--- config.mk ---
export PLATFORM = sky130hd
export DESIGN_NAME = temp_sensor_poll_check_convert_core_flat
export DESIGN_NICKNAME = d
export VERILOG_FILES = /design/src/rtl/tspcc_pkg.sv /design/src/rtl/tspcc_if.sv /design/src/rtl/tspcc_cfg.sv /design/src/rtl/tspcc_calc.sv /design/src/rtl/temp_sensor_poll_check_convert_core.sv /design/src/flat_wrapper.sv
export SDC_FILE = /design/constraint.sdc
export NUM_CORES = 1
export LEC_CHECK = 0
export BUFFER_PORTS_ARGS = -buffer_cell sky130_fd_sc_hd__buf_2
export CORE_MARGIN = 4
export CORE_UTILIZATION = 50
export CTS_CLUSTER_SIZE = 12
export DETAILED_ROUTE_END_ITERATION = 10
export PLACE_DENSITY = 0.68
export SLEW_MARGIN = 40
export SYNTH_ARGS = -nofsm -noshare
export SYNTH_HDL_FRONTEND = slang
export SYNTH_HIERARCHICAL = 1
export SYNTH_SLANG_ARGS = --single-unit
export TNS_END_PERCENT = 20
--- constraint.sdc ---
create_clock -name i_clk -period 10.95 [get_ports i_clk]
set_clock_uncertainty 0.2 [all_clocks]
set_input_delay 1.095 -clock i_clk [delete_from_list [all_inputs] [get_ports i_clk]]
set_output_delay 1.095 -clock i_clk [all_outputs]
set_load 0.03 [all_outputs]
--- src/rtl/tspcc_pkg.sv ---
// ----------------------------------------------------------------------------
// Temperature poll core package
// Widths, codes, register reset values and shared structs.
// ----------------------------------------------------------------------------
package tspcc_pkg;

    localparam int PTR_W      = 8;
    localparam int WORD_W     = 16;
    localparam int DEG_W      = 8;
    localparam int FRAC_W     = 4;
    localparam int COUNTS_W   = 16;
    localparam int PHASE_W    = 2;
    localparam int FAULT_W    = 3;
    localparam int REG_IDX_W  = 3;
    localparam int CFG_DATA_W = 16;

    // temperature word layout
    localparam logic [FRAC_W-1:0] FMT_MASK = 4'hF;
    localparam int DEG_LSB    = 8;
    localparam int FRAC_LSB   = 4;

    // conversion: ((deg + 50) * 4096 + frac * 256) / 250
    localparam int DEG_OFFSET  = 50;
    localparam int DEG_SHIFT   = 12;
    localparam int FRAC_SHIFT  = 8;
    localparam int NUM_W       = 22;
    localparam int N_W         = 20;
    localparam int RECIP_SHIFT = 28;
    localparam int RECIP_W     = 21;
    localparam logic [RECIP_W-1:0] RECIP_MULT = 21'd1073742;
    localparam int PROD_W      = N_W + RECIP_W;

    typedef enum logic [PHASE_W-1:0] {
        PH_WR_CFG_PTR  = 2'd0,
        PH_RD_CFG      = 2'd1,
        PH_WR_TEMP_PTR = 2'd2,
        PH_RD_TEMP     = 2'd3
    } t_phase;

    typedef enum logic [FAULT_W-1:0] {
        FAULT_NONE         = 3'd0,
        FAULT_CFG_PTR      = 3'd1,
        FAULT_CFG_MISMATCH = 3'd2,
        FAULT_TEMP_PTR     = 3'd3,
        FAULT_FORMAT       = 3'd4,
        FAULT_RANGE        = 3'd5
    } t_fault;

    typedef enum logic [REG_IDX_W-1:0] {
        REG_CONFIG_POINTER  = 3'd0,
        REG_TEMP_POINTER    = 3'd1,
        REG_EXPECTED_CONFIG = 3'd2,
        REG_ALERT_MASK      = 3'd3,
        REG_MIN_DEGREES     = 3'd4,
        REG_MAX_DEGREES     = 3'd5,
        REG_INITIAL_COUNTS  = 3'd6
    } t_reg_idx;

    typedef struct packed {
        logic [PTR_W-1:0]    config_pointer;
        logic [PTR_W-1:0]    temp_pointer;
        logic [WORD_W-1:0]   expected_config;
        logic [WORD_W-1:0]   alert_mask;
        logic [DEG_W-1:0]    min_degrees;
        logic [DEG_W-1:0]    max_degrees;
        logic [COUNTS_W-1:0] initial_counts;
    } t_cfg;

    localparam logic [COUNTS_W-1:0] INITIAL_COUNTS_RST = 16'd0;

    localparam t_cfg CFG_RESET = '{
        config_pointer:  8'd1,
        temp_pointer:    8'd0,
        expected_config: 16'd24736,
        alert_mask:      16'd32,
        min_degrees:     8'hCE,
        max_degrees:     8'd126,
        initial_counts:  INITIAL_COUNTS_RST
    };

    typedef struct packed {
        logic [PTR_W-1:0]    pointer_out;
        t_fault              fault;
        logic [COUNTS_W-1:0] counts;
    } t_calc;

endpackage

--- src/rtl/tspcc_if.sv ---
// ----------------------------------------------------------------------------
// Temperature poll core channels
// Request, result and register write channels with valid/ready handshake.
// ----------------------------------------------------------------------------
interface tspcc_step_if;
    import tspcc_pkg::*;
    logic                valid;
    logic                ready;
    logic                transfer_ok;
    logic [WORD_W-1:0]   read_word;
    modport source (output valid, transfer_ok, read_word, input ready);
    modport sink   (input valid, transfer_ok, read_word, output ready);
endinterface

interface tspcc_res_if;
    import tspcc_pkg::*;
    logic                valid;
    logic                ready;
    logic [PHASE_W-1:0]  phase_done;
    logic [PTR_W-1:0]    pointer_out;
    logic [COUNTS_W-1:0] temperature_counts;
    logic [FAULT_W-1:0]  fault;
    modport source (output valid, phase_done, pointer_out, temperature_counts, fault,
                    input ready);
    modport sink   (input valid, phase_done, pointer_out, temperature_counts, fault,
                    output ready);
endinterface

interface tspcc_cfg_if;
    import tspcc_pkg::*;
    logic                  valid;
    logic                  ready;
    logic [REG_IDX_W-1:0]  index;
    logic [CFG_DATA_W-1:0] data;
    modport source (output valid, index, data, input ready);
    modport sink   (input valid, index, data, output ready);
endinterface

--- src/rtl/tspcc_cfg.sv ---
// ----------------------------------------------------------------------------
// Temperature poll core register file
// Holds the pointer, check, range and initial-counts registers written over the config port.
// ----------------------------------------------------------------------------
module tspcc_cfg (
    input  logic                                 i_clk,
    input  logic                                 i_rst_n,
    input  logic                                 i_wr_valid,
    input  logic [tspcc_pkg::REG_IDX_W-1:0]      i_wr_index,
    input  logic [tspcc_pkg::CFG_DATA_W-1:0]     i_wr_data,
    output tspcc_pkg::t_cfg                      o_cfg,
    output logic                                 o_load_initial
);
    import tspcc_pkg::*;

    t_cfg r_cfg;
    t_cfg n_cfg;

    always_comb begin
        n_cfg          = r_cfg;
        o_load_initial = 1'b0;
        if (i_wr_valid) begin
            case (t_reg_idx'(i_wr_index))
                REG_CONFIG_POINTER:  n_cfg.config_pointer  = i_wr_data[PTR_W-1:0];
                REG_TEMP_POINTER:    n_cfg.temp_pointer    = i_wr_data[PTR_W-1:0];
                REG_EXPECTED_CONFIG: n_cfg.expected_config = i_wr_data[WORD_W-1:0];
                REG_ALERT_MASK:      n_cfg.alert_mask      = i_wr_data[WORD_W-1:0];
                REG_MIN_DEGREES:     n_cfg.min_degrees     = i_wr_data[DEG_W-1:0];
                REG_MAX_DEGREES:     n_cfg.max_degrees     = i_wr_data[DEG_W-1:0];
                REG_INITIAL_COUNTS: begin
                    n_cfg.initial_counts = i_wr_data[COUNTS_W-1:0];
                    o_load_initial       = 1'b1;
                end
                default: n_cfg = r_cfg;
            endcase
        end
    end

    always_ff @(posedge i_clk) begin
        if (!i_rst_n) begin
            r_cfg <= CFG_RESET;
        end else begin
            r_cfg <= n_cfg;
        end
    end

    assign o_cfg = r_cfg;

endmodule

--- src/rtl/tspcc_calc.sv ---
// ----------------------------------------------------------------------------
// Temperature poll core step logic
// Checks one request against its phase and converts a good temperature word.
// ----------------------------------------------------------------------------
module tspcc_calc (
    input  tspcc_pkg::t_phase                    i_phase,
    input  logic                                 i_transfer_ok,
    input  logic [tspcc_pkg::WORD_W-1:0]         i_read_word,
    input  tspcc_pkg::t_cfg                      i_cfg,
    input  logic [tspcc_pkg::COUNTS_W-1:0]       i_held,
    output tspcc_pkg::t_calc                     o_calc
);
    import tspcc_pkg::*;

    logic signed [DEG_W-1:0] deg;
    logic [FRAC_W-1:0]       frac;
    logic [NUM_W-1:0]        deg_off;
    logic [NUM_W-1:0]        num;
    logic [N_W-1:0]          num_sat;
    logic [PROD_W-1:0]       prod;
    logic [COUNTS_W-1:0]     conv;
    logic                    fmt_bad;
    logic                    range_bad;

    assign deg     = $signed(i_read_word[DEG_LSB +: DEG_W]);
    assign frac    = i_read_word[FRAC_LSB +: FRAC_W];
    assign deg_off = {{(NUM_W-DEG_W){deg[DEG_W-1]}}, deg} + NUM_W'(DEG_OFFSET);
    assign num     = (deg_off << DEG_SHIFT) + (NUM_W'(frac) << FRAC_SHIFT);
    assign num_sat = num[NUM_W-1] ? '0 : num[N_W-1:0];
    assign prod    = PROD_W'(num_sat) * PROD_W'(RECIP_MULT);
    assign conv    = prod[RECIP_SHIFT +: COUNTS_W];

    assign fmt_bad   = (i_read_word[FRAC_W-1:0] & FMT_MASK) != '0;
    assign range_bad = (deg < $signed(i_cfg.min_degrees))
                    || (deg > $signed(i_cfg.max_degrees));

    always_comb begin
        o_calc.pointer_out = '0;
        o_calc.fault       = FAULT_NONE;
        o_calc.counts      = i_held;
        case (i_phase)
            PH_WR_CFG_PTR: begin
                o_calc.pointer_out = i_cfg.config_pointer;
                if (!i_transfer_ok) begin
                    o_calc.fault = FAULT_CFG_PTR;
                end
            end
            PH_RD_CFG: begin
                if ((i_read_word | i_cfg.alert_mask) != i_cfg.expected_config) begin
                    o_calc.fault = FAULT_CFG_MISMATCH;
                end
            end
            PH_WR_TEMP_PTR: begin
                o_calc.pointer_out = i_cfg.temp_pointer;
                if (!i_transfer_ok) begin
                    o_calc.fault = FAULT_TEMP_PTR;
                end
            end
            PH_RD_TEMP: begin
                if (fmt_bad) begin
                    o_calc.fault = FAULT_FORMAT;
                end else if (range_bad) begin
                    o_calc.fault = FAULT_RANGE;
                end else begin
                    o_calc.counts = conv;
                end
            end
            default: o_calc.fault = FAULT_NONE;
        endcase
    end

endmodule

--- src/rtl/temp_sensor_poll_check_convert_core.sv ---
// ----------------------------------------------------------------------------
// Temperature poll core
// Four-phase sensor poll sequencer with config check, temperature format and
// range check, and conversion to ADC-equivalent counts.
//
//   channel   modport  carries
//   i_step    sink     transfer_ok, read_word (one scheduler step)
//   o_result  source   phase_done, pointer_out, temperature_counts, fault
//   i_cfg     sink     index, data (register write, always ready)
//
// One request per cycle while the result is not stalled; each passes the request register, then the result register.
// Request register feeds the check/convert logic, whose one multiplier
// (divide by 250) sets the critical path into the result register.
// A stalled result holds; the request register then fills and ready drops.
// Synchronous active-low reset: phase 0, held value from initial_counts.
// ----------------------------------------------------------------------------
module temp_sensor_poll_check_convert_core (
    input  logic        i_clk,
    input  logic        i_rst_n,
    tspcc_step_if.sink  i_step,
    tspcc_res_if.source o_result,
    tspcc_cfg_if.sink   i_cfg
);
    import tspcc_pkg::*;

    t_cfg                cfg;
    logic                load_initial;
    t_calc               calc;

    logic                r_s1_valid;
    logic                r_s1_ok;
    logic [WORD_W-1:0]   r_s1_word;

    logic                r_out_valid;
    t_phase              r_out_phase;
    logic [PTR_W-1:0]    r_out_ptr;
    logic [COUNTS_W-1:0] r_out_counts;
    t_fault              r_out_fault;

    t_phase              r_phase;
    t_phase              n_phase;
    logic [COUNTS_W-1:0] r_held;

    logic                out_free;
    logic                s1_adv;
    logic                step_acc;

    tspcc_cfg u_cfg (
        .i_clk          (i_clk),
        .i_rst_n        (i_rst_n),
        .i_wr_valid     (i_cfg.valid),
        .i_wr_index     (i_cfg.index),
        .i_wr_data      (i_cfg.data),
        .o_cfg          (cfg),
        .o_load_initial (load_initial)
    );

    tspcc_calc u_calc (
        .i_phase       (r_phase),
        .i_transfer_ok (r_s1_ok),
        .i_read_word   (r_s1_word),
        .i_cfg         (cfg),
        .i_held        (r_held),
        .o_calc        (calc)
    );

    assign i_cfg.ready  = 1'b1;
    assign out_free     = !r_out_valid || o_result.ready;
    assign s1_adv       = r_s1_valid && out_free;
    assign i_step.ready = !r_s1_valid || out_free;
    assign step_acc     = i_step.valid && i_step.ready;
    assign n_phase      = t_phase'(r_phase + 2'd1);

    // control and state
    always_ff @(posedge i_clk) begin
        if (!i_rst_n) begin
            r_s1_valid  <= 1'b0;
            r_out_valid <= 1'b0;
            r_phase     <= PH_WR_CFG_PTR;
            r_held      <= INITIAL_COUNTS_RST;
        end else begin
            if (step_acc) begin
                r_s1_valid <= 1'b1;
            end else if (s1_adv) begin
                r_s1_valid <= 1'b0;
            end
            if (s1_adv) begin
                r_out_valid <= 1'b1;
            end else if (o_result.ready) begin
                r_out_valid <= 1'b0;
            end
            if (s1_adv) begin
                r_phase <= n_phase;
                r_held  <= calc.counts;
            end else if (load_initial) begin
                r_held  <= i_cfg.data[COUNTS_W-1:0];
            end
        end
    end

    // payload
    always_ff @(posedge i_clk) begin
        if (step_acc) begin
            r_s1_ok   <= i_step.transfer_ok;
            r_s1_word <= i_step.read_word;
        end
        if (s1_adv) begin
            r_out_phase  <= r_phase;
            r_out_ptr    <= calc.pointer_out;
            r_out_counts <= calc.counts;
            r_out_fault  <= calc.fault;
        end
    end

    assign o_result.valid              = r_out_valid;
    assign o_result.phase_done         = r_out_phase;
    assign o_result.pointer_out        = r_out_ptr;
    assign o_result.temperature_counts = r_out_counts;
    assign o_result.fault              = r_out_fault;

endmodule

--- src/flat_wrapper.sv ---
// flat-port wrapper written by rule: the top's interface ports become plain ports
module temp_sensor_poll_check_convert_core_flat import tspcc_pkg::*;
  (i_clk, i_rst_n, i_step_valid, i_step_transfer_ok, i_step_read_word, i_step_ready, o_result_valid, o_result_phase_done, o_result_pointer_out, o_result_temperature_counts, o_result_fault, o_result_ready, i_cfg_valid, i_cfg_index, i_cfg_data, i_cfg_ready);
  tspcc_step_if i_step_i ();
  tspcc_res_if o_result_i ();
  tspcc_cfg_if i_cfg_i ();
  input  logic i_clk;
  input  logic i_rst_n;
  input wire logic [$bits(i_step_i.valid)-1:0] i_step_valid;
  input wire logic [$bits(i_step_i.transfer_ok)-1:0] i_step_transfer_ok;
  input wire logic [$bits(i_step_i.read_word)-1:0] i_step_read_word;
  output wire logic [$bits(i_step_i.ready)-1:0] i_step_ready;
  output wire logic [$bits(o_result_i.valid)-1:0] o_result_valid;
  output wire logic [$bits(o_result_i.phase_done)-1:0] o_result_phase_done;
  output wire logic [$bits(o_result_i.pointer_out)-1:0] o_result_pointer_out;
  output wire logic [$bits(o_result_i.temperature_counts)-1:0] o_result_temperature_counts;
  output wire logic [$bits(o_result_i.fault)-1:0] o_result_fault;
  input wire logic [$bits(o_result_i.ready)-1:0] o_result_ready;
  input wire logic [$bits(i_cfg_i.valid)-1:0] i_cfg_valid;
  input wire logic [$bits(i_cfg_i.index)-1:0] i_cfg_index;
  input wire logic [$bits(i_cfg_i.data)-1:0] i_cfg_data;
  output wire logic [$bits(i_cfg_i.ready)-1:0] i_cfg_ready;
  assign i_step_i.valid = i_step_valid;
  assign i_step_i.transfer_ok = i_step_transfer_ok;
  assign i_step_i.read_word = i_step_read_word;
  assign i_step_ready = i_step_i.ready;
  assign o_result_valid = o_result_i.valid;
  assign o_result_phase_done = o_result_i.phase_done;
  assign o_result_pointer_out = o_result_i.pointer_out;
  assign o_result_temperature_counts = o_result_i.temperature_counts;
  assign o_result_fault = o_result_i.fault;
  assign o_result_i.ready = o_result_ready;
  assign i_cfg_i.valid = i_cfg_valid;
  assign i_cfg_i.index = i_cfg_index;
  assign i_cfg_i.data = i_cfg_data;
  assign i_cfg_ready = i_cfg_i.ready;
  temp_sensor_poll_check_convert_core u_core (.i_clk(i_clk), .i_rst_n(i_rst_n), .i_step(i_step_i), .o_result(o_result_i), .i_cfg(i_cfg_i));
endmodule
==> metrics.yaml <==
floorplanning:
  pin_count: 73
  coreArea_sq_um: 18900
  die_h_um: 147
  die_area_sq_um: 21700
  initial_utilization_pct: 51.4
  rows: 50
  die_w_um: 147
cts:
  cts_resized: 0
  path_clk_slew_ns: 0.06
  numCtsBuffers: 17
  hold_buffers: 0
  h-tree-depth: 4
  clockBufferDepth: 2
  clock_latency_ns: 0.42
  cts_tree: "built"
  cts_setup_buffers: 0
  cts_root_buf: "clkbuf_16"
  clock_sinks: 130
timing:
  rsz0062_at_grt: "no"
  finalCritPeriodShare_pct: 63.3
  finalHoldViolations: 0
  finalMaxSlewViolations: 0
  max_freq_mhz: 144
  tightest_slew_ns: 0.824
  setup_viol: 0
  setup_ws_ns: 4.02
  fin_setup_tns_ns: 0
  fin_crit_ns: 6.93
  relSlewSlack_pct: 44.7
placement:
  hpwl_um: 18200
  dp_slack_ns: 4.09
  place.gp.congestion: 0.854
  placedInstanceArea_sq_um: 10200
  io_buffers: 71
layout:
  final_cell_mix: "140 x ha_1, 129 x inv_1, 91 x nand2_1"
  fillers: 1704
  layout_commonest_cell: "ha_1"
  postLayoutCellArea_sq_um: 10700
  final_util_pct: 56.6
  drive_gt1_share_pct: 11.6
  diodes: 0
  area_growth_pct: 10.3
  fin_nets: 1267
routing:
  wl_per_cell_um: 18.0
  first_pass_iters: 5
  drc: 0
  drt_first_iter_violations: 512
  drt-vias-per-instance: 5.39
  drt_wl_total_um: 23800
  vias: 7119
  postRouteAntennaNets: 0
logic_synthesis:
  synthCells: 997
  syn_nets: 1215
  avgSynthCellArea_sq_um: 9.73
  synth_area_sq_um: 9700
  ys_warn_count: 6
critical_path:
  critical-path-top-delay-family: "adder cells"
  cp.required_ns: 11.02
  critPathMaxStageDelay_ns: 0.55
  crit_start: "u_core/r_s1_word[9]$_DFFE_PP_"
  crit_top_cell: "ha_1"
  cp_slowest_cell: "fa_1"
  cp-end-kind: "flip-flop"
  path_class: "reg2reg"
  startpoint_type: "flip-flop"
  regToRegStartpoint: "u_core/r_s1_word[9]$_DFFE_PP_"
  cp.arrival_ns: 7.00
  path_buf_inv: 2
  worst-path-max-fanout: 13
power:
  total_power_uw: 1820
  p_per_area_nw_per_um2: 170
  peakVddDrop_mv: 0.117
  leakagePower_uw: 0.00513
global_route:
  grt_pass1_wl_um: 37900
  grt.overflow.total: 0
  grt_pass1_vias: 7091
  grt.total_usage_pct: 22.1
  grt_antenna_before_repair: 0
  grt_max_degree: 112
worst_hold_path:
  min-delay-start: "u_core/u_cfg/o_cfg[33]$_SDFFE_PN0P_"
  worst_hold_path_type: "reg2reg"
outcome:
  run_status: "finished, final reports clean"
job:
  drv_cap: 0
worst min-delay path: cells and delay by family (launching register included):
family | cells | cell delay (ns)
DFF | 1 | 0.31
and+or+nand+nor | 1 | 0.05
muxes | 1 | 0.05
registers in the layout (all words and copies together), names as in the netlist:
name and flops:
u_core/r_s1_ok 1, u_core/o_result.valid 1, u_core/r_s1_valid 1, u_core/r_held 16, u_core/u_cfg/o_cfg 64, u_core/o_result.pointer_out 8
u_core/r_phase 2, u_core/o_result.temperature_counts 16, u_core/o_result.phase_done 2, u_core/r_s1_word 16, u_core/o_result.fault 3
routing by layer:
layer  global-route usage, %  up-vias  wire length [um]
li1                        -     3494                 -
met1                    31.6     3407             11400
met2                    35.0      195             10800
met3                    4.81       23              1350
met4                    4.10        0               286
met5                       0        -                 0
worst paths after layout:
check,cells after the start,to,slack (ns)
worst max-delay path,25,u_core/r_held[10]$_SDFFE_PN0P_,4.02
worst min-delay path,2,u_core/u_cfg/o_cfg[33]$_SDFFE_PN0P_,0.26
worst max register to register,25,u_core/r_held[10]$_SDFFE_PN0P_,4.02
worst min register to register,2,u_core/u_cfg/o_cfg[33]$_SDFFE_PN0P_,0.26
through the flow:
| step | hold WS, ns | instances |
|---|---|---|
| CTS | 0.262 | 1322 |
| global route | 0.278 | 1322 |
| finish | 0.259 | 1322 |
| global placement | 0.245 | 1290 |
| detailed placement | 0.251 | 1290 |
| floorplan | 0.235 | 997 |
power by group:
group          leakage (uW)  switching, uW  internal, uW  total (uW)
clock network      0.000246            206           309         514
registers           0.00112           17.7           522         540
logic               0.00376            467           302         769
total               0.00513            691          1130        1820
area by class of cell:
type | instances | area, sq um | share of cell area (%)
Clock buffer | 21 | 440 | 4.12
Clock inverter | 11 | 90.1 | 0.842
Inverter | 131 | 492 | 4.60
Multi-Input combinational cell | 696 | 5910 | 55.3
Sequential cell | 130 | 3060 | 28.6
Tap cell | 260 | 325 | 3.04
Timing Repair Buffer | 73 | 374 | 3.50
Note: power is estimated with default switching activity, not from simulation.
